[config.mk]
export PLATFORM = sky130hd
export DESIGN_NAME = mpm_front
export DESIGN_NICKNAME = d
export VERILOG_FILES = /design/src/design/mpm_pkg.sv /design/src/design/mpm_front.sv
export SDC_FILE = /design/constraint.sdc
export NUM_CORES = 1
export LEC_CHECK = 0
export BUFFER_PORTS_ARGS = -buffer_cell sky130_fd_sc_hd__buf_2
export CELL_PAD_IN_SITES_DETAIL_PLACEMENT = 0
export CELL_PAD_IN_SITES_GLOBAL_PLACEMENT = 1
export CORE_UTILIZATION = 42
export DETAILED_ROUTE_END_ITERATION = 10
export GPL_TIMING_DRIVEN = 1
export MAX_ROUTING_LAYER = met4
export PLACE_DENSITY_LB_ADDON = 0.1
export SLEW_MARGIN = 20
export SYNTH_ARGS = -nofsm -noshare
export SYNTH_HDL_FRONTEND = slang
export SYNTH_SLANG_ARGS = --single-unit
export TNS_END_PERCENT = 5
[constraint.sdc]
create_clock -name i_clk -period 2.86 [get_ports i_clk]
set_input_delay 0.429 -clock i_clk [delete_from_list [all_inputs] [get_ports i_clk]]
set_output_delay 0.429 -clock i_clk [all_outputs]
set_load 0.02 [all_outputs]
[src/design/mpm_pkg.sv]
// ---------------------------------------------------------------------------
// mpm_pkg: shared types and constants of the multi-pattern match counter
// Request and status codes, the command that travels from the front end to
// the engine, the engine state type and a saturating adder.
// ---------------------------------------------------------------------------
package mpm_pkg;

    // Default sizes handed to the top level.
    localparam int DEF_ALPHABET_SIZE = 26;
    localparam int DEF_MAX_NODES     = 1024;

    // Fixed field widths.
    localparam int REQ_W     = 3;
    localparam int SYMBOL_W  = 8;
    localparam int SYM_IDX_W = 8;
    localparam int QNODE_W   = 16;
    localparam int COUNT_W   = 32;
    localparam int STATUS_W  = 3;

    localparam logic [SYMBOL_W-1:0] SYMBOL_BASE_RESET = 8'd97;

    // Request codes.
    localparam logic [REQ_W-1:0] REQ_CLEAR   = 3'd0;
    localparam logic [REQ_W-1:0] REQ_PATTERN = 3'd1;
    localparam logic [REQ_W-1:0] REQ_BUILD   = 3'd2;
    localparam logic [REQ_W-1:0] REQ_TEXT    = 3'd3;
    localparam logic [REQ_W-1:0] REQ_QUERY   = 3'd4;

    // Status codes.
    localparam logic [STATUS_W-1:0] ST_OK      = 3'd0;
    localparam logic [STATUS_W-1:0] ST_FULL    = 3'd1;
    localparam logic [STATUS_W-1:0] ST_BADSYM  = 3'd2;
    localparam logic [STATUS_W-1:0] ST_PHASE   = 3'd3;
    localparam logic [STATUS_W-1:0] ST_BADNODE = 3'd4;

    // Classified request as it sits in the queue.
    typedef struct packed {
        logic [REQ_W-1:0]     req;
        logic                 sym_ok;
        logic [SYM_IDX_W-1:0] sym_idx;
        logic                 last;
        logic [QNODE_W-1:0]   qnode;
    } t_cmd;

    // Engine sequencer states.
    typedef enum logic [4:0] {
        S_SWEEP,
        S_IDLE,
        S_PAT,
        S_B_HEAD,
        S_B_X,
        S_B_LK,
        S_B_RD,
        S_B_WR,
        S_T_CLR,
        S_T_GO,
        S_T_INC,
        S_P_BFS,
        S_P_U,
        S_P_L,
        S_P_WR,
        S_QRY
    } t_state;

    // Unsigned add that sticks at all ones.
    function automatic logic [COUNT_W-1:0] sat_add(input logic [COUNT_W-1:0] a,
                                                   input logic [COUNT_W-1:0] b);
        logic [COUNT_W:0] s;
        s = {1'b0, a} + {1'b0, b};
        return s[COUNT_W] ? {COUNT_W{1'b1}} : s[COUNT_W-1:0];
    endfunction

endpackage

[src/design/mpm_front.sv]
// ---------------------------------------------------------------------------
// mpm_front: request intake and classification
// Holds the symbol base register, maps raw bytes to symbol indexes and keeps
// a two-entry queue of classified requests for the engine.
// ---------------------------------------------------------------------------
module mpm_front
    import mpm_pkg::*;
#(
    parameter int ALPHABET_SIZE = DEF_ALPHABET_SIZE,
    parameter int MAX_NODES     = DEF_MAX_NODES,
    localparam int NW           = $clog2(MAX_NODES)
) (
    input  logic                i_clk,
    input  logic                i_rst_n,
    input  logic                i_cfg_we,
    input  logic [SYMBOL_W-1:0] i_cfg_data,
    input  logic                i_valid,
    output logic                o_stall,
    input  logic [REQ_W-1:0]    i_req_type,
    input  logic [SYMBOL_W-1:0] i_symbol,
    input  logic                i_last,
    input  logic [NW-1:0]       i_node_index,
    input  logic                i_hold,
    output logic                o_q_valid,
    output t_cmd                o_cmd,
    input  logic                i_pop
);

    localparam int QD = 2;

    logic [SYMBOL_W-1:0] r_base;
    t_cmd                r_q [QD];
    logic                r_wp, r_rp;
    logic [1:0]          r_cnt;
    logic [SYMBOL_W:0]   diff;
    t_cmd                cmd_in;
    logic                push;

    // Symbol base register.
    always_ff @(posedge i_clk) begin
        if (!i_rst_n) begin
            r_base <= SYMBOL_BASE_RESET;
        end else if (i_cfg_we) begin
            r_base <= i_cfg_data;
        end
    end

    // Map the raw byte to an index and check it against the alphabet.
    always_comb begin
        diff           = {1'b0, i_symbol} - {1'b0, r_base};
        cmd_in.req     = i_req_type;
        cmd_in.sym_ok  = !diff[SYMBOL_W]
                         && ({1'b0, diff[SYMBOL_W-1:0]} < (SYMBOL_W+1)'(ALPHABET_SIZE));
        cmd_in.sym_idx = diff[SYMBOL_W-1:0];
        cmd_in.last    = i_last;
        cmd_in.qnode   = QNODE_W'(i_node_index);
    end

    assign o_stall   = (r_cnt == 2'(QD)) || i_hold;
    assign push      = i_valid && !o_stall;
    assign o_q_valid = (r_cnt != 2'd0);
    assign o_cmd     = r_q[r_rp];

    // Two-entry queue between intake and engine.
    always_ff @(posedge i_clk) begin
        if (!i_rst_n) begin
            r_wp  <= 1'b0;
            r_rp  <= 1'b0;
            r_cnt <= 2'd0;
        end else begin
            if (push) begin
                r_wp <= ~r_wp;
            end
            if (i_pop) begin
                r_rp <= ~r_rp;
            end
            r_cnt <= r_cnt + 2'(push) - 2'(i_pop);
        end
    end

    always_ff @(posedge i_clk) begin
        if (push) begin
            r_q[r_wp] <= cmd_in;
        end
    end

endmodule

==> summary.txt <==
Status
  – Status: finished clean

Final layout
  – Commonest non-fill, non-tap cell in the layout: buf_2
  – Layout Nets: around 290
  – Post-layout instance count excluding filler cells: 324
  – # diodes: 0
  – Layout cells sized above 1: 41.0%
  – FILL cells: between 500 and 600
  – Area grow syn2layout: 20.4%
  – Most frequent cells in the layout: 60 x buf_2, 46 x edfxtp_1, 23 x mux2_2, 14 x inv_1, 13 x dfxtp_1

Die
  – Die area: approximately 6400 µm²
  – Die width: roughly 80 µm
  – Num ports: 67
  – Die height: between 80 and 90 µm
  – Initial Util: a little over two fifths
  – Rows: 28
  – Core area: between 5000 and 6000 µm²

Placed design
  – HPWL reported at the end of detailed placement: 3140 µm
  – Placed Instances: just over 300
  – # port buffers: 60
  – Pre-CTS setup slack: between 0.5 and 0.6 ns
  – GP Congestion: between 0.7 and 0.8

Synthesis
  – Gate Count Post-Synth: around 180
  – Netlist Area Pre-Place: about 2600 µm²
  – Yosys warning count: 0
  – Avg Synthesized Cell Area: approximately 15 µm²
  – Ys async rst share: 0%
  – Yosys top cell by area: edfxtp_1
  – Flops & latches, synth: 59
  – Synth unique cells: 31
  – Synth area leaders: edfxtp_1 54%, dfxtp_1 10%, mux2_2 10%, ha_1 4.9%, xnor2_1 2.4%
  – Synth Flop Type: edfxtp_1
  – Post-synth EDFFs: 46
  – Seq/Total Area, Yosys: 63.9%
  – Yosys top cell area share: ~54%

Critical path
  – Crit Path Class: flop to flop
  – Crit end category: flop
  – FF-to-FF setup slack: around 0.80 ns
  – FF-to-FF path depth: 8
  – Worst setup SP type: flop
  – Reg2reg end: r_q[0][19]
  – Critical-path cell list: ha_1 -> inv_1 -> fa_1 -> a21o_1 -> a21oi_1 -> xnor2_1 -> a32o_1 -> nor4_2
  – Worst-path fanout max: 3
  – CP Data Arrival Time: 2.13 ns
  – CP max stage delay: roughly 0.40 ns
  – Worst R2R Start: r_base[0]
  – Slowest cell on crit path: fa_1
  – Req. time, crit path: ~2.9 ns

Timing
  – Tightest Pin Transition: about 0.52 ns
  – Final hold vios: 0
  – Fmax: approximately 0.48 GHz
  – Minimum clock period: around 2.1 ns
  – Clock skew: around 0.0088 ns
  – Final period utilization: between 70% and 80%
  – Rel. slew slack: between 60% and 70%
  – Fin. max-slew vios: 0
  – Unrepaired setup endpoints after global routing: false
  – # setup viols final: 0
  – Final setup margin: roughly 0.8 ns
  – Final setup TNS: 0 ns

Power
  – Int Pwr: 0.00145 W
  – Clk pwr share: between 20% and 30%
  – PwrDens: 637 nW/µm²
  – Net Sw Power: just over 0.0005 W
  – Power share of the combinational group: roughly a fifth
  – Power share of the sequential group: 51.8%
  – Pleak: between 1 and 1.5 nW
  – Total power: ~0.002 W
  – Sw Share: approximately a quarter
  – Peak VDD IR: 287 µV

Global routing
  – Initial antenna violation count: 0
  – GRT Overall Usage: 15.1%
  – GRT overflow: 0
  – Pin count of the biggest net entering global routing: 24
  – Vias in the first global route: around 1600
  – Global-route wire length before repair: roughly 6600 µm

Hold path
  – Hold Crit Start: i_node_index[0]
  – Hold WC Path Type: primary input to flop
  – Min-Delay Endpoint: r_q[0][0]
  – Min-Delay Path Depth: 1

Route
  – Via count: between 1500 and 2000
  – WL final: between 4000 and 5000 µm
  – Routed len/inst: around 13 µm
  – DR vias/cell: 4.69
  – # DRC: 0
  – DR pass1 iterations: 6
  – Routed Antenna Nets: 0
  – Iteration-0 DRC Markers: 44

Clocking
  – CTS root buffer: clkbuf_8
  – Setup bufs post-CTS: 0
  – Clock sink count: roughly 60
  – Cts repair resizes: 0
  – Post-CTS Hold Buffers: 0
  – CTS tree: built
  – H-Tree Depth: 3
  – Clock latency on the worst-skew pair: 0.33 ns
  – Clk slew on worst S/H paths: ~0.06 ns
  – CTS max path bufs: 2
  – TritonCTS Buffers: 9

Run
  – Max cap viols: 0
==> sequential cells by signal (all words and copies together), names as in the netlist, named ones only <==
name / cells
r_q: 46
r_base: 8
r_cnt: 2
r_rp: 1
r_wp: 1
==> cell families after synthesis <==
| kind of cell | count (synthesis) | share of synthesized area [%] |
|---|---|---|
| other | 1 | 0.146 |
| xor gates and xnor gates | 10 | 3.41 |
| adders and majority gates | 11 | 5.65 |
| DFF | 59 | 63.9 |
| buffers and inverters | 24 | 4.38 |
| and+or+nand+nor | 29 | 6.33 |
| AOI/OAI and AO/OA | 13 | 3.80 |
| muxes | 29 | 12.4 |
==> power by group through the flow <==
stage / registers, W / logic [W] / clock network (W)
6_report: 0.00102 / 0.000375 / 0.000575
5_1_grt: 0.00103 / 0.000413 / 0.000644
3_3_place_gp: 0.00104 / 0.000369 / 0
3_5_place_dp: 0.00104 / 0.000380 / 0
2_1_floorplan: 0.00104 / 0.000271 / 0
4_1_cts: 0.00102 / 0.000382 / 0.000608
==> area by class of cell <==
| cell class | count | area (µm²) | area share [%] |
|---|---|---|---|
| sequential | 59 | 1640 | 53.0 |
| multi-input combinational | 98 | 837 | 27.0 |
| timing repair buffer | 63 | 323 | 10.4 |
| clock buffer | 9 | 124 | 4.00 |
| tap | 75 | 93.8 | 3.03 |
| inverter | 14 | 52.6 | 1.70 |
| clock inverter | 6 | 23.8 | 0.768 |
==> critical path: cells and delay by family (launching register included) <==
kind	cells	cell delay (ns)
flops	1	0.34
simple gates	1	0.05
xor+xnor	1	0.19
buf+inv	1	0.05
fa+ha+maj	2	0.56
compound gates	3	0.61
==> per-stage QoR <==
step / hold WS (ns) / utilization (%) / cell area [µm²]
floorplan: 0.446 / - / 2590
global placement: 0.464 / 49.8 / 2950
detailed placement: 0.486 / 49.8 / 2950
CTS: 0.265 / 52.3 / 3100
global route: 0.269 / 52.3 / 3100
finish: 0.287 / 52.3 / 3100
==> layer usage <==
layer	GRT usage (%)	vias to the layer above	routed length (µm)
li1	-	755	-
met1	14.7	712	1770
met2	25.9	43	2200
met3	4.09	9	186
met4	11.3	0	106
met5	-	-	0
==> worst max-delay path by stage <==
stage | startpoint | endpoint | cells after the start
finish | r_base[0] | r_q[0][19] | 8
global route | r_base[0] | r_q[1][19] | 8
CTS | r_base[0] | r_q[1][19] | 8
detailed placement | i_symbol[0] | r_q[1][19] | 10
global placement | i_symbol[0] | r_q[0][19] | 10
floorplan | i_hold | r_q[0][0] | 3
==> cell usage after synthesis (3+ instances only) <==
library cell and n:
buf_4 6, clkbuf_1 3, mux2i_1 6, nor2_1 5, edfxtp_1 46, nor2b_1 5
inv_1 14, mux2_2 23, xor2_1 3, ha_1 10, and2_1 5, nand2_1 6
dfxtp_1 13, a21oi_1 3, xnor2_1 7
Note: power is estimated with default switching activity, not from simulation.
